[config.mk]
export PLATFORM = sky130hd
export DESIGN_NAME = char_class_tokenizer_core_flat
export DESIGN_NICKNAME = d
export VERILOG_FILES = /design/src/rtl/cct_pkg.sv /design/src/rtl/cct_if.sv /design/src/rtl/cct_result_queue.sv /design/src/rtl/char_class_tokenizer_core.sv /design/src/flat_wrapper.sv
export SDC_FILE = /design/constraint.sdc
export NUM_CORES = 1
export LEC_CHECK = 0
export BUFFER_PORTS_ARGS = -buffer_cell sky130_fd_sc_hd__buf_4
export CELL_PAD_IN_SITES_DETAIL_PLACEMENT = 0
export CELL_PAD_IN_SITES_GLOBAL_PLACEMENT = 1
export CORE_MARGIN = 1.5
export CORE_UTILIZATION = 55
export CTS_BUF_LIST = sky130_fd_sc_hd__clkbuf_4 sky130_fd_sc_hd__clkbuf_8 sky130_fd_sc_hd__clkbuf_16
export CTS_CLUSTER_SIZE = 24
export DETAILED_ROUTE_END_ITERATION = 8
export GPL_TIMING_DRIVEN = 0
export PLACE_DENSITY_LB_ADDON = 0.1
export SYNTH_ARGS = -nofsm -noshare
export SYNTH_HDL_FRONTEND = slang
export SYNTH_HIERARCHICAL = 1
export SYNTH_SLANG_ARGS = --single-unit
[constraint.sdc]
create_clock -name clk -period 17 [get_ports clk]
set_input_delay 3.4 -clock clk [delete_from_list [all_inputs] [get_ports clk]]
set_output_delay 3.4 -clock clk [all_outputs]
set_load 0.02 [all_outputs]
[src/rtl/cct_pkg.sv]
// ----------------------------------------------------------------------------
// cct_pkg
// Shared types, codes and the byte classifier of the character class tokenizer.
// ----------------------------------------------------------------------------
`default_nettype none

package cct_pkg;

  // result kinds
  localparam logic [1:0] RK_TOKEN = 2'd0;
  localparam logic [1:0] RK_ERROR = 2'd1;
  localparam logic [1:0] RK_END   = 2'd2;

  // token types
  localparam logic [3:0] TY_WORD     = 4'd0;
  localparam logic [3:0] TY_NUMBER   = 4'd1;
  localparam logic [3:0] TY_STRING   = 4'd2;
  localparam logic [3:0] TY_COLON    = 4'd3;
  localparam logic [3:0] TY_DOT      = 4'd4;
  localparam logic [3:0] TY_COMMA    = 4'd5;
  localparam logic [3:0] TY_PERCENT  = 4'd6;
  localparam logic [3:0] TY_EXCLAM   = 4'd7;
  localparam logic [3:0] TY_QUESTION = 4'd8;
  localparam logic [3:0] TY_HASH     = 4'd9;
  localparam logic [3:0] TY_AT       = 4'd10;
  localparam logic [3:0] TY_PLUS     = 4'd11;
  localparam logic [3:0] TY_MINUS    = 4'd12;
  localparam logic [3:0] TY_EQUALS   = 4'd13;

  // input kinds
  localparam logic KIND_BYTE = 1'b0;
  localparam logic KIND_END  = 1'b1;

  // result queue
  localparam int QUEUE_DEPTH = 4;
  localparam int QUEUE_AW    = 2;

  typedef enum logic [2:0] {
    CL_BAD   = 3'd0,
    CL_SPACE = 3'd1,
    CL_QUOTE = 3'd2,
    CL_ESC   = 3'd3,
    CL_WORD  = 3'd4,
    CL_DIGIT = 3'd5,
    CL_PUNCT = 3'd6
  } char_class_t;

  typedef enum logic [5:0] {
    MODE_IDLE   = 6'b000001,
    MODE_WORD   = 6'b000010,
    MODE_NUMBER = 6'b000100,
    MODE_STRING = 6'b001000,
    MODE_ESCAPE = 6'b010000,
    MODE_DRAIN  = 6'b100000
  } lex_mode_t;

  typedef struct packed {
    char_class_t cls;
    logic [3:0]  ptype;
  } class_info_t;

  typedef struct packed {
    logic [1:0]  result_kind;
    logic [3:0]  token_type;
    logic [15:0] position;
    logic [7:0]  token_length;
    logic        end_status;
    logic        last_of_run;
  } result_t;

  function automatic class_info_t classify(input logic [7:0] c);
    class_info_t info;
    info.cls   = CL_BAD;
    info.ptype = TY_WORD;
    if (c == 8'h20 || c == 8'h09 || c == 8'h0b || c == 8'h0d || c == 8'h0c) begin
      info.cls = CL_SPACE;
    end else if (c == 8'h22) begin
      info.cls = CL_QUOTE;
    end else if (c == 8'h5c) begin
      info.cls = CL_ESC;
    end else if ((c >= 8'h61 && c <= 8'h7a) || (c >= 8'h41 && c <= 8'h5a) || c == 8'h5f) begin
      info.cls = CL_WORD;
    end else if (c >= 8'h30 && c <= 8'h39) begin
      info.cls = CL_DIGIT;
    end else begin
      info.cls = CL_PUNCT;
      unique case (c)
        8'h3a:   info.ptype = TY_COLON;
        8'h2e:   info.ptype = TY_DOT;
        8'h2c:   info.ptype = TY_COMMA;
        8'h25:   info.ptype = TY_PERCENT;
        8'h21:   info.ptype = TY_EXCLAM;
        8'h3f:   info.ptype = TY_QUESTION;
        8'h23:   info.ptype = TY_HASH;
        8'h40:   info.ptype = TY_AT;
        8'h2b:   info.ptype = TY_PLUS;
        8'h2d:   info.ptype = TY_MINUS;
        8'h3d:   info.ptype = TY_EQUALS;
        default: info.cls = CL_BAD;
      endcase
    end
    return info;
  endfunction

endpackage

`default_nettype wire

[src/rtl/cct_if.sv]
// ----------------------------------------------------------------------------
// cct_if
// Valid/ready channels for text bytes in and tokenizer results out.
// ----------------------------------------------------------------------------
`default_nettype none

interface cct_in_if;
  logic       valid;
  logic       ready;
  logic       kind;
  logic [7:0] ch;

  modport source (output valid, kind, ch, input ready);
  modport sink   (input valid, kind, ch, output ready);
endinterface

interface cct_out_if;
  logic        valid;
  logic        ready;
  logic [1:0]  result_kind;
  logic [3:0]  token_type;
  logic [15:0] position;
  logic [7:0]  token_length;
  logic        end_status;
  logic        last_of_run;

  modport source (output valid, result_kind, token_type, position, token_length,
                  end_status, last_of_run, input ready);
  modport sink   (input valid, result_kind, token_type, position, token_length,
                  end_status, last_of_run, output ready);
endinterface

`default_nettype wire

[src/rtl/cct_result_queue.sv]
// ----------------------------------------------------------------------------
// cct_result_queue
// Small result queue that takes up to two items per cycle and gives one.
// ----------------------------------------------------------------------------
`default_nettype none

module cct_result_queue (
  input  wire logic              clk,
  input  wire logic              rst,
  input  wire logic [1:0]        push_count,
  input  wire cct_pkg::result_t  push_first,
  input  wire cct_pkg::result_t  push_second,
  output logic                   room,
  output logic                   out_valid,
  input  wire logic              out_ready,
  output cct_pkg::result_t       out_item
);

  localparam int AW = cct_pkg::QUEUE_AW;

  cct_pkg::result_t entries [cct_pkg::QUEUE_DEPTH];
  logic [AW-1:0]    wptr;
  logic [AW-1:0]    rptr;
  logic [AW:0]      count;
  logic             pop;

  assign out_valid = (count != '0);
  assign out_item  = entries[rptr];
  assign pop       = out_valid && out_ready;
  assign room      = (count <= (AW+1)'(cct_pkg::QUEUE_DEPTH - 2));

  always_ff @(posedge clk) begin
    if (push_count != 2'd0) begin
      entries[wptr] <= push_first;
    end
    if (push_count == 2'd2) begin
      entries[wptr + AW'(1)] <= push_second;
    end
  end

  always_ff @(posedge clk) begin
    if (rst) begin
      wptr  <= '0;
      rptr  <= '0;
      count <= '0;
    end else begin
      wptr  <= wptr + AW'(push_count);
      rptr  <= rptr + AW'(pop);
      count <= count + (AW+1)'(push_count) - (AW+1)'(pop);
    end
  end

endmodule

`default_nettype wire

[src/rtl/char_class_tokenizer_core.sv]
// ----------------------------------------------------------------------------
// char_class_tokenizer_core
// Byte-serial tokenizer: words, numbers, strings, punctuation and errors.
// ----------------------------------------------------------------------------
// Takes one text byte or end-of-text item per cycle and returns tokens, errors
// and a final end result carrying the error status. Each item gives zero, one
// or two results; the lexer state updates in the cycle the item is accepted and
// its results go into a four-entry queue, so the result port shows them from
// the next cycle on. Items are taken every cycle while the queue has room for
// two results; with the result port never stalled, the sustained rate is one item
// per cycle, bounded only by the one-result-per-cycle output port when items give two results.
`default_nettype none

module char_class_tokenizer_core #(
  parameter int NAME_LIMIT  = 64,
  parameter int OFFSET_BITS = 16
) (
  input  wire logic  clk,
  input  wire logic  rst,
  cct_in_if.sink     text,
  cct_out_if.source  result
);

  localparam int RW = $clog2(NAME_LIMIT + 1);

  cct_pkg::lex_mode_t     mode, mode_next;
  logic [OFFSET_BITS-1:0] pending_start, pending_start_next;
  logic [OFFSET_BITS-1:0] byte_offset, byte_offset_next;
  logic                   error_seen, error_seen_next;
  logic [RW-1:0]          run_len, run_len_next;

  logic                   accept;
  logic                   room;
  logic [1:0]             push_count;
  cct_pkg::result_t       res [2];
  cct_pkg::result_t       head;
  cct_pkg::class_info_t   info;

  function automatic logic [15:0] pos16(input logic [OFFSET_BITS-1:0] off);
    logic [31:0] wide;
    wide = 32'(off);
    return wide[15:0];
  endfunction

  function automatic cct_pkg::result_t make_result(input logic [1:0] rk,
                                                   input logic [3:0] ty,
                                                   input logic [15:0] pos,
                                                   input logic [7:0] len,
                                                   input logic st);
    cct_pkg::result_t r;
    r.result_kind  = rk;
    r.token_type   = ty;
    r.position     = pos;
    r.token_length = len;
    r.end_status   = st;
    r.last_of_run  = 1'b0;
    return r;
  endfunction

  assign accept     = text.valid && text.ready;
  assign text.ready = room;
  assign info       = cct_pkg::classify(text.ch);

  always_comb begin
    logic [1:0]  n;
    logic        fresh;
    logic [7:0]  str_len;
    logic [RW-1:0] run_bump;
    mode_next          = mode;
    pending_start_next = pending_start;
    byte_offset_next   = byte_offset;
    error_seen_next    = error_seen;
    run_len_next       = run_len;
    res[0]             = '0;
    res[1]             = '0;
    n                  = 2'd0;
    fresh              = 1'b0;
    run_bump = (run_len < RW'(NAME_LIMIT)) ? run_len + RW'(1) : run_len;
    str_len  = (run_len >= RW'(NAME_LIMIT - 2)) ? 8'(NAME_LIMIT - 2) : 8'(run_len);

    if (accept) begin
      if (text.kind == cct_pkg::KIND_END) begin
        if (mode == cct_pkg::MODE_WORD) begin
          res[0] = make_result(cct_pkg::RK_TOKEN, cct_pkg::TY_WORD, pos16(pending_start),
                               8'(run_len), 1'b0);
          n = 2'd1;
        end else if (mode == cct_pkg::MODE_NUMBER) begin
          res[0] = make_result(cct_pkg::RK_TOKEN, cct_pkg::TY_NUMBER, pos16(pending_start),
                               8'd1, 1'b0);
          n = 2'd1;
        end else if (mode == cct_pkg::MODE_STRING || mode == cct_pkg::MODE_ESCAPE) begin
          res[0] = make_result(cct_pkg::RK_ERROR, cct_pkg::TY_WORD, pos16(pending_start),
                               8'd0, 1'b0);
          n = 2'd1;
        end
        res[n[0]] = make_result(cct_pkg::RK_END, cct_pkg::TY_WORD, pos16(byte_offset), 8'd0,
                                error_seen || mode == cct_pkg::MODE_STRING ||
                                mode == cct_pkg::MODE_ESCAPE);
        n                  = n + 2'd1;
        mode_next          = cct_pkg::MODE_IDLE;
        pending_start_next = '0;
        byte_offset_next   = '0;
        error_seen_next    = 1'b0;
        run_len_next       = '0;
      end else begin
        byte_offset_next = byte_offset + OFFSET_BITS'(1);
        unique case (mode)
          cct_pkg::MODE_DRAIN: begin
          end
          cct_pkg::MODE_STRING: begin
            if (info.cls == cct_pkg::CL_QUOTE) begin
              res[0] = make_result(cct_pkg::RK_TOKEN, cct_pkg::TY_STRING, pos16(pending_start),
                                   str_len, 1'b0);
              n = 2'd1;
              mode_next = cct_pkg::MODE_IDLE;
            end else begin
              if (info.cls == cct_pkg::CL_ESC) begin
                mode_next = cct_pkg::MODE_ESCAPE;
              end
              run_len_next = run_bump;
            end
          end
          cct_pkg::MODE_ESCAPE: begin
            if (info.cls == cct_pkg::CL_QUOTE) begin
              run_len_next = run_bump;
              mode_next    = cct_pkg::MODE_STRING;
            end else begin
              res[0] = make_result(cct_pkg::RK_ERROR, cct_pkg::TY_WORD, pos16(byte_offset),
                                   8'd0, 1'b0);
              n = 2'd1;
              mode_next       = cct_pkg::MODE_DRAIN;
              error_seen_next = 1'b1;
            end
          end
          cct_pkg::MODE_WORD: begin
            if (info.cls == cct_pkg::CL_WORD || info.cls == cct_pkg::CL_DIGIT) begin
              if (run_len >= RW'(NAME_LIMIT)) begin
                res[0] = make_result(cct_pkg::RK_ERROR, cct_pkg::TY_WORD, pos16(byte_offset),
                                     8'd0, 1'b0);
                n = 2'd1;
                mode_next       = cct_pkg::MODE_DRAIN;
                error_seen_next = 1'b1;
              end else begin
                run_len_next = run_bump;
              end
            end else begin
              res[0] = make_result(cct_pkg::RK_TOKEN, cct_pkg::TY_WORD, pos16(pending_start),
                                   8'(run_len), 1'b0);
              n = 2'd1;
              fresh = 1'b1;
            end
          end
          cct_pkg::MODE_NUMBER: begin
            if (info.cls != cct_pkg::CL_DIGIT) begin
              res[0] = make_result(cct_pkg::RK_TOKEN, cct_pkg::TY_NUMBER, pos16(pending_start),
                                   8'd1, 1'b0);
              n = 2'd1;
              fresh = 1'b1;
            end
          end
          default: begin
            fresh = 1'b1;
          end
        endcase

        if (fresh) begin
          mode_next = cct_pkg::MODE_IDLE;
          unique case (info.cls)
            cct_pkg::CL_SPACE: begin
            end
            cct_pkg::CL_QUOTE: begin
              pending_start_next = byte_offset;
              mode_next          = cct_pkg::MODE_STRING;
              run_len_next       = '0;
            end
            cct_pkg::CL_WORD: begin
              pending_start_next = byte_offset;
              mode_next          = cct_pkg::MODE_WORD;
              run_len_next       = RW'(1);
            end
            cct_pkg::CL_DIGIT: begin
              pending_start_next = byte_offset;
              mode_next          = cct_pkg::MODE_NUMBER;
              run_len_next       = RW'(1);
            end
            cct_pkg::CL_PUNCT: begin
              res[n[0]] = make_result(cct_pkg::RK_TOKEN, info.ptype, pos16(byte_offset),
                                      8'd1, 1'b0);
              n = n + 2'd1;
            end
            default: begin
              res[n[0]] = make_result(cct_pkg::RK_ERROR, cct_pkg::TY_WORD, pos16(byte_offset),
                                      8'd0, 1'b0);
              n = n + 2'd1;
              mode_next       = cct_pkg::MODE_DRAIN;
              error_seen_next = 1'b1;
            end
          endcase
        end
      end
    end

    if (n == 2'd1) begin
      res[0].last_of_run = 1'b1;
    end else if (n == 2'd2) begin
      res[1].last_of_run = 1'b1;
    end
    push_count = n;
  end

  always_ff @(posedge clk) begin
    if (rst) begin
      mode          <= cct_pkg::MODE_IDLE;
      pending_start <= '0;
      byte_offset   <= '0;
      error_seen    <= 1'b0;
      run_len       <= '0;
    end else begin
      mode          <= mode_next;
      pending_start <= pending_start_next;
      byte_offset   <= byte_offset_next;
      error_seen    <= error_seen_next;
      run_len       <= run_len_next;
    end
  end

  cct_result_queue u_queue (
    .clk         (clk),
    .rst         (rst),
    .push_count  (push_count),
    .push_first  (res[0]),
    .push_second (res[1]),
    .room        (room),
    .out_valid   (result.valid),
    .out_ready   (result.ready),
    .out_item    (head)
  );

  assign result.result_kind  = head.result_kind;
  assign result.token_type   = head.token_type;
  assign result.position     = head.position;
  assign result.token_length = head.token_length;
  assign result.end_status   = head.end_status;
  assign result.last_of_run  = head.last_of_run;

endmodule

`default_nettype wire

[src/flat_wrapper.sv]
// flat-port wrapper written by rule: the top's interface ports become plain ports
module char_class_tokenizer_core_flat 
#(
  parameter int NAME_LIMIT  = 64,
  parameter int OFFSET_BITS = 16
)
  (clk, rst, text_valid, text_kind, text_ch, text_ready, result_valid, result_result_kind, result_token_type, result_position, result_token_length, result_end_status, result_last_of_run, result_ready);
  cct_in_if text_i ();
  cct_out_if result_i ();
  input  wire logic clk;
  input  wire logic rst;
  input wire logic [$bits(text_i.valid)-1:0] text_valid;
  input wire logic [$bits(text_i.kind)-1:0] text_kind;
  input wire logic [$bits(text_i.ch)-1:0] text_ch;
  output wire logic [$bits(text_i.ready)-1:0] text_ready;
  output wire logic [$bits(result_i.valid)-1:0] result_valid;
  output wire logic [$bits(result_i.result_kind)-1:0] result_result_kind;
  output wire logic [$bits(result_i.token_type)-1:0] result_token_type;
  output wire logic [$bits(result_i.position)-1:0] result_position;
  output wire logic [$bits(result_i.token_length)-1:0] result_token_length;
  output wire logic [$bits(result_i.end_status)-1:0] result_end_status;
  output wire logic [$bits(result_i.last_of_run)-1:0] result_last_of_run;
  input wire logic [$bits(result_i.ready)-1:0] result_ready;
  assign text_i.valid = text_valid;
  assign text_i.kind = text_kind;
  assign text_i.ch = text_ch;
  assign text_ready = text_i.ready;
  assign result_valid = result_i.valid;
  assign result_result_kind = result_i.result_kind;
  assign result_token_type = result_i.token_type;
  assign result_position = result_i.position;
  assign result_token_length = result_i.token_length;
  assign result_end_status = result_i.end_status;
  assign result_last_of_run = result_i.last_of_run;
  assign result_i.ready = result_ready;
  char_class_tokenizer_core #(.NAME_LIMIT(NAME_LIMIT), .OFFSET_BITS(OFFSET_BITS)) u_core (.clk(clk), .rst(rst), .text(text_i), .result(result_i));
endmodule
Yosys cells after proc, flatten, opt, wreduce, memory -nomap -nowiden

Memories as Yosys holds them, arrays and structs flattened. A register that Yosys moved wholly into a read port is not among the register bits.
Cells that the tools add are included.

Bits in latches: 0
Logic and storage cells: 197
Flip-flop bits (word level): 53
ROM bits: 0
Memories kept: 1
Memory bits (writable): 128
Bits of input ports: 13

Reductions and logical operators: 31
$add $sub $neg: 9
Div/mod/pow operators: 0
Multipliers: 0
Shift-type cells: 0
Bitwise gates (word level): 2
$lt $le $gt $ge: 14
Muxes and demuxes: 96
Eq/ne operators: 36

Memories:

| memory                 | depth | bits a word | read ports | clocked after memory_dff | write ports | line                   | RTL |
|---|---|---|---|---|---|---|---|
| u_core.u_queue.entries | 4     | 32          | 1          | 1                        | 2           | cct_result_queue.sv:21 | `cct_pkg::result_t entries [cct_pkg::QUEUE_DEPTH];` |

Operators by type and width:

| cell                                                | number |
|---|---|
| 2-to-1 mux 32 bit                                   | 8 |
| bitwise mux 64 bit                                  | 3 |
| 2-to-1 mux 64 bit                                   | 3 |
| one-hot mux 32 bit (4 select lines)                 | 1 |
| one-hot mux 64 bit (2 select lines)                 | 1 |
| 2-to-1 mux 31 bit                                   | 4 |
| equality test 8 x 6 -> 1 bit, second input constant | 12 |
| demux 32 bit (select 1 bit)                         | 2 |
| 2-to-1 mux 16 bit                                   | 4 |
| 2-to-1 mux 7 bit                                    | 8 |
| one-hot mux 4 bit (11 select lines)                 | 1 |
| 2-to-1 mux 6 bit                                    | 7 |
| equality test 8 x 4 -> 1 bit, second input constant | 4 |
| 2-to-1 mux 28 bit                                   | 1 |
| 2-to-1 mux 27 bit                                   | 1 |
| equality test 8 x 7 -> 1 bit, second input constant | 3 |
| one-hot mux 6 bit (4 select lines)                  | 1 |
| 2-to-1 mux 1 bit                                    | 23 |
| 2-to-1 mux 2 bit                                    | 11 |
| one-hot mux 7 bit (3 select lines)                  | 1 |
| 2-to-1 mux 4 bit                                    | 5 |
| 2-to-1 mux 3 bit                                    | 6 |
| one-hot mux 6 bit (3 select lines)                  | 1 |
| adder 16 x 1 -> 16 bit, second input constant       | 1 |
| 46 further kinds                                    | 76 |

Logic depth before layout (Yosys ltp)

Gate-level depths: netlist of the first run.

Depth after elaboration: 26
Mapped depth: 15
Mapped depth without buffers: 12

Cells and area by module

Netlist of the first run, hierarchy kept.

By module, submodules not included:

| module                    | cells an instance | area an instance (um^2) | instances |
|---|---|---|---|
| cct_result_queue          | 357               | 6976.7                  | 1 |
| char_class_tokenizer_core | 400               | 3166.8                  | 1 |

Least setup slack after synthesis of the first run

OpenSTA, ideal clock, no wires.

Kind: input to register
Start point: in text_ch[0]
End point: mem u_core/u_queue/entries[0][0] (netlist name), enable pin
Setup time: 0.466 ns
Arrival: 8.060 ns
Data required time: 16.534 ns
Slack: 8.474 ns
Cell stages on the path: 10
Cell sequence: clkbuf_1 > nand4b_1 > o2111a_1 > o21a_1 > a211o_2 > ha_1 > a22oi_1 > o21ai_0 > o21bai_1 > o21ai_0

RTL lines:

| item            | line                   | RTL |
|---|---|---|
| start, declared | flat_wrapper.sv:14     | `input wire logic [$bits(text_i.ch)-1:0] text_ch;` |
| end, declared   | cct_result_queue.sv:21 |  |

==> flow_summary_export.csv, run 1 <==
group,metric,value,unit
logic_synthesis,synth.yosys.warnings,6,
route,num_vias,6592,
clocking,cts_setup_buffers,0,
floorplanning,die_w,139,µm
worst_hold_path,hold-path-cell-count,1,
floorplanning,rows,49,
place,dpl_cell_area,11000,µm²
route,first_iter_violations,393,
outcome,status,"finished clean",
route,dr.pass1.iters,4,
cells_and_area,num-fill-cells,1358,
cells_and_area,multi_input_area,5010,µm²
clocking,numCtsBuffers,17,
global_routing,grt_pass1_wl,36900,µm
setup_path,rr_worst_depth,12,
place,dp_slack,9.02,ns
timing,finalSetupTns,0,ns
logic_synthesis,synth-async-reset-ratio,0,%
logic_synthesis,synth_edf_count,128,
pwr,swShare,30.6,%
pwr,intPower,0.861,mW
logic_synthesis,synthTopCellsByArea,"edfxtp_1 (38%), mux2_4 (12%), dfxtp_1 (10%), mux4_2 (7.1%), mux2_2 (5.6%)",
logic_synthesis,synthFlopType,"edfxtp_1",
pwr,seqPwrFrac,42.4,%
cells_and_area,area_growth,14.5,%
logic_synthesis,synth.avg_cell_area,13.4,µm²
global_routing,grt_usage,25.0,%
global_routing,overflow,0,
clocking,clockBufferDepth,2,
setup_path,critPathMaxFanout,17,
worst_hold_path,whs_endpoint,"u_core/pending_start[2]$_SDFFE_PP0P_",
clocking,clock_sinks,181,
timing,clock_skew,0.0107,ns
floorplanning,ios,47,
route,drc,0,
run,cap_viol_max_count,0,
logic_synthesis,yosysUniqueCellTypes,79,
timing,whs,0.481,ns
cells_and_area,nNetsFinal,876,
timing,setup_viol,0,
setup_path,cp-start-kind,"input port",
setup_path,cp.arrival,7.28,ns
timing,fmax,141,MHz
logic_synthesis,yosysMostFrequentCell,"edfxtp_1",
pwr,switchingPower,0.380,mW
place,gp_congestion,0.866,
timing,fin_ws,9.91,ns
logic_synthesis,syn_inst,757,
worst_hold_path,min-delay-start,"u_core/pending_start[2]$_SDFFE_PP0P_",
floorplanning,fp.dieH,139,µm
pwr,pwr-share-clk,31.3,%
route,post_drt_via_cell_ratio,6.00,
pwr,power_frac_comb,26.2,%
clocking,clk_latency,0.44,ns
place,hpwl,17300,µm
pwr,vdd_drop_max,0.0767,mV
logic_synthesis,ys_ff_latch,181,
logic_synthesis,ys_seq_area_share,48.4,%
floorplanning,start_util,56.3,%
cells_and_area,fin_area,11600,µm²
setup_path,critPathKind,"in2reg",
pwr,powerDensity,107,nW/µm²
timing,max-slew-margin-rel,37.4,%
setup_path,crit_path_end_kind,"flip-flop",
timing,finalCritPeriodShare,41.7,%
floorplanning,die-area,19300,µm²
setup_path,rrSetupSlack,12.69,ns
pwr,leakagePower,4.32,nW
route,ant_nets,0,
clocking,cts-root-buf,"clkbuf_16",
floorplanning,coreArea,18000,µm²
cells_and_area,drive_gt1_share,34.0,%
timing,period_needed,7.09,ns
logic_synthesis,synth_top_area_share,37.9,%
timing,maxSlewViolCount,0,
logic_synthesis,synth.top_cells.by_count,"edfxtp_1 (128), mux2_4 (79), nor2_1 (56)",
setup_path,r2r-end,"u_core/u_queue/entries[0][21]$_DFFE_PP_",
global_routing,grt_max_degree,20,
cells_and_area,seq_area,4900,µm²
clocking,ctsResizeCount,0,
clocking,cts_hold_buf,0,
global_routing,first_global_vias,6512,
clocking,cts-htree-levels,4,
clocking,path_clk_slew,0.07,ns
timing,worst_slew_pin_slew,0.933,ns
setup_path,rr_startpoint,"u_core/mode[5]$_SDFFE_PP0P_",
worst_hold_path,hold_class,"reg2reg",
logic_synthesis,synth_top_cell_by_area,"edfxtp_1",
setup_path,critical_path_required,17.19,ns
timing,rsz0062_at_grt,"false",
place,port_buffers,44,
logic_synthesis,netlist_area,10100,µm²
route,wire_per_inst,21.6,µm
global_routing,antenna_found_initial,0,
timing,finalHoldViolCount,0,
route,drt_wl_total,23800,µm
clocking,cts_tree,"built",
## area by class of cell
type	instances	share of cell area, %
diodes	1	0.0215
plain buffers	51	2.81
well taps	229	2.47
clock buffers	18	3.78
clock inverters	14	1.31
flip-flops and latches	181	42.2
inverters	14	0.452
repair buffers	48	3.79
multi-input cells	542	43.2
## power groups by stage
stage	Clock, mW	Combinational, mW	Sequential, mW
finish	0.389	0.326	0.527
global route	0.413	0.347	0.530
CTS	0.394	0.329	0.527
detailed placement	0	0.327	0.536
global placement	0	0.313	0.538
floorplan	0	0.214	0.533
## metal layers
metal  wire length, µm  vias up  global-route usage [%]
li1                  -     3075                       -
met1             10800     3344                    34.3
met2             11600      149                    41.4
met3              1030       24                    4.56
met4               350        0                    6.36
met5                 0        -                       0
## cell usage in the layout, fill, tap and decap left out, drive strengths merged, types with 8 or more instances in the layout
| cell | count |
|---|---|
| mux2 | 130 |
| nor2 | 56 |
| nand4 | 8 |
| xor2 | 18 |
| and2 | 9 |
| a21oi | 18 |
| buf | 81 |
| inv | 24 |
| clkbuf | 36 |
| nor4 | 8 |
| a22o | 33 |
| nand3 | 15 |
| nor2b | 25 |
| o21ai | 19 |
| nor3 | 14 |
| and3 | 10 |
| conb | 32 |
| nand2 | 19 |
| mux4 | 32 |
| dfxtp | 53 |
| edfxtp | 128 |
## metrics by stage
stage | power [mW] | utilization [%] | instances
after global routing | 1.29 | 64.4 | 1097
after detailed placement | 0.864 | 61.2 | 1065
after global placement | 0.851 | 60.3 | 1061
final | 1.24 | 64.5 | 1098
after CTS | 1.25 | 64.4 | 1097
after floorplan | 0.746 | - | 788
## registers in the layout (all words and copies together) (netlist names)
| signal | flops |
|---|---|
| u_core/run_len | 7 |
| u_core/mode | 6 |
| u_core/pending_start | 16 |
| u_core/byte_offset | 16 |
| u_core/u_queue/wptr | 2 |
| u_core/u_queue/count | 3 |
| u_core/error_seen | 1 |
| u_core/u_queue/entries | 128 |
| u_core/u_queue/rptr | 2 |
## logic make-up (layout without fill, tap and decap cells)
family,Yosys count,in the layout,synth area share (%)
compound gates,115,115,8.50
fa+ha+maj,8,8,1.06
buf+inv,65,145,3.74
simple gates,196,196,10.8
other cells,1,33,0.0370
mux,167,167,25.1
flops,181,181,48.4
xor+xnor,24,24,2.39
## worst max-delay path: stages
cell and delay (ns):
buf_4 0.09, clkbuf_1 0.32, nand4b_1 0.15, o2111a_1 0.20, o21a_1 0.28, a211o_2 0.37, ha_1 0.29, a22oi_1 0.08
o21ai_1 0.75, nand4b_2 0.40, buf_2 0.38, o21ai_4 0.29, buf_16 0.25
## worst max-delay path by stage
stage	startpoint	endpoint	slack, ns
2_1_floorplan	text_ch[0]	u_core/u_queue/entries[0][0]$_DFFE_PP_	8.47
3_3_place_gp	text_ch[6]	u_core/u_queue/entries[0][16]$_DFFE_PP_	5.79
3_5_place_dp	text_ch[6]	u_core/u_queue/entries[0][18]$_DFFE_PP_	9.02
4_1_cts	text_ch[6]	u_core/u_queue/entries[0][21]$_DFFE_PP_	9.49
5_1_grt	text_ch[1]	u_core/u_queue/entries[0][27]$_DFFE_PP_	9.68
6_report	text_ch[1]	u_core/u_queue/entries[0][21]$_DFFE_PP_	9.91
No activity file was read; power rests on OpenSTA's default activity.
==> run 2, diff against run 1 <==
CORE_UTILIZATION = 47   (was 55)
clock period = 6.5 ns   (was 17 ns; I/O delays follow)
==> run 2 against run 1 <==
Sequential share of layout area decreased by 0.15 points. Core utilization decreased by 9.2 points. Register-to-register slack got worse by 10 ns. Non-clock buffer count increased by 1. Clock power increased to 2.5 times the previous value. Wire length increased by 1.5%. Sequential power increased to 2.6 times the previous value. Setup slack got worse by 8.3 ns. Critical path depth decreased by 1. Clock skew increased by 0.0039 ns. Count of clock-buffer cells in the layout unchanged.
==> flow_summary_export.csv, run 2 (synthesis results as in run 1) <==
group,metric,value,unit
timing,finalSetupTns,0,ns
pwr,power,3.22,mW
floorplanning,rows,53,
pwr,swShare,30.4,%
clocking,clockBufferDepth,2,
timing,fmax,204,MHz
setup_path,cp-start-kind,"input port",
setup_path,cp_cell_sequence,"buf_4 -> nor3b_4 -> nand3_1 -> o21a_1 -> a211o_2 -> ha_1 -> a22oi_1 -> o21ai_0 -> buf_2 -> mux2i_1 -> nor2_4 -> buf_16",
clocking,cts-root-buf,"clkbuf_16",
route,first_iter_violations,378,
clocking,cts_setup_buffers,0,
route,ant_nets,0,
pwr,pwr-share-clk,30.7,%
run,cap_viol_max_count,0,
clocking,cts_tree,"built",
outcome,status,"finished clean",
timing,finalHoldViolCount,0,
timing,setup_viol,0,
worst_hold_path,hold_class,"reg2reg",
cells_and_area,n_antenna_cell,0,
floorplanning,start_util,48.1,%
place,dp.cells,1112,
pwr,seqPwrFrac,42.7,%
timing,period_needed,4.90,ns
global_routing,grt_pass1_wl,37400,µm
setup_path,critical_path_required,6.64,ns
global_routing,grt_usage,22.5,%
cells_and_area,fin_area,11700,µm²
setup_path,critPathMaxFanout,17,
cells_and_area,final_common_cell,"edfxtp_1",
floorplanning,fp.dieH,150,µm
clocking,path_clk_slew,0.07,ns
cells_and_area,drive_gt1_share,34.1,%
timing,worst_slew_pin_slew,0.927,ns
setup_path,cp.arrival,5.04,ns
route,num_vias,6601,
timing,max-slew-margin-rel,37.7,%
timing,clock_skew,0.0146,ns
global_routing,antenna_found_initial,0,
floorplanning,die_w,150,µm
setup_path,slowest_delay,0.59,ns
setup_path,critPathKind,"in2reg",
cells_and_area,mostFrequentLayoutCells,"edfxtp_1 (128), mux2_4 (79), nor2_1 (54)",
floorplanning,ios,47,
pwr,leakagePower,4.32,nW
floorplanning,coreArea,21100,µm²
place,port_buffers,44,
setup_path,crit_path_top_delay_cell,"o21ai_0",
cells_and_area,layout.cells.non_filler,1144,
timing,fin_ws,1.60,ns
place,dpl_cell_area,11100,µm²
route,wire_per_inst,21.1,µm
floorplanning,die-area,22500,µm²
timing,finalCritPeriodShare,75.5,%
clocking,ctsResizeCount,0,
clocking,cts-htree-levels,4,
timing,rsz0062_at_grt,"false",
timing,maxSlewViolCount,0,
route,post_drt_via_cell_ratio,5.77,
pwr,vdd_drop_max,0.177,mV
clocking,numCtsBuffers,17,
clocking,cts_hold_buf,0,
global_routing,grt_max_degree,19,
route,drc,0,
clocking,clk_latency,0.44,ns
cells_and_area,fin_util,55.3,%
place,gp_congestion,0.876,
setup_path,crit_path_end_kind,"flip-flop",
cells_and_area,largest_reg_flops,128,
global_routing,first_global_vias,6556,
route,dr.pass1.iters,6,
timing,whs,0.483,ns
route,drt_wl_total,24100,µm
pwr,switchingPower,0.979,mW
cells_and_area,regMostFlops,"u_core/u_queue/entries",
cells_and_area,nNetsFinal,877,
cells_and_area,top_regs,"u_core/u_queue/entries x128, u_core/byte_offset x16, u_core/pending_start x16",
pwr,powerDensity,276,nW/µm²
pwr,power_frac_comb,26.6,%
place,hpwl,17700,µm
place,dp_slack,1.11,ns
clocking,clock_sinks,181,
pwr,intPower,2.24,mW
global_routing,overflow,0,
cells_and_area,area_growth,14.9,%
==> run 2: final cells by class <==
type                       instances  area (µm²)
fill                            1767        9430
multi-input combinational        542        5010
sequential                       181        4900
timing repair buffer              49         445
clock buffer                      18         439
tap                              275         344
buffer                            51         327
clock inverter                    14         134
inverter                          14        52.6
==> run 2: power groups by stage <==
stage | Sequential (mW) | Combinational [mW] | Clock (mW)
after floorplan | 1.39 | 0.559 | 0
after global placement | 1.41 | 0.827 | 0
after detailed placement | 1.40 | 0.867 | 0
after CTS | 1.38 | 0.870 | 1.01
after global routing | 1.39 | 0.921 | 1.05
final | 1.38 | 0.856 | 0.991
==> run 2: worst paths after layout <==
kind                                                       startpoint                                      end  slack (ns)  depth (start not counted)
worst max-delay path                                       text_ch[6]  u_core/u_queue/entries[1][22]$_DFFE_PP_        1.60                         12
worst min register to register  u_core/pending_start[14]$_SDFFE_PP0P_    u_core/pending_start[14]$_SDFFE_PP0P_        0.48                          1
worst min-delay path            u_core/pending_start[14]$_SDFFE_PP0P_    u_core/pending_start[14]$_SDFFE_PP0P_        0.48                          1
worst max register to register            u_core/mode[3]$_SDFFE_PP0P_  u_core/u_queue/entries[1][22]$_DFFE_PP_        2.29                         12
==> run 2: routing by layer <==
metal	GRT usage, %	share of wire [%]
met1	30.1	45
met2	37.5	49
met3	4.27	5.0
met4	6.08	1.4
met5	0	0
==> run 2: critical path, delay by kind of cell <==
family | cells | cell delay (ns)
adders and majority gates | 1 | 0.28
and+or+nand+nor | 3 | 1.23
buffers and inverters | 3 | 0.69
muxes | 1 | 0.21
AOI/OAI and AO/OA | 4 | 1.30
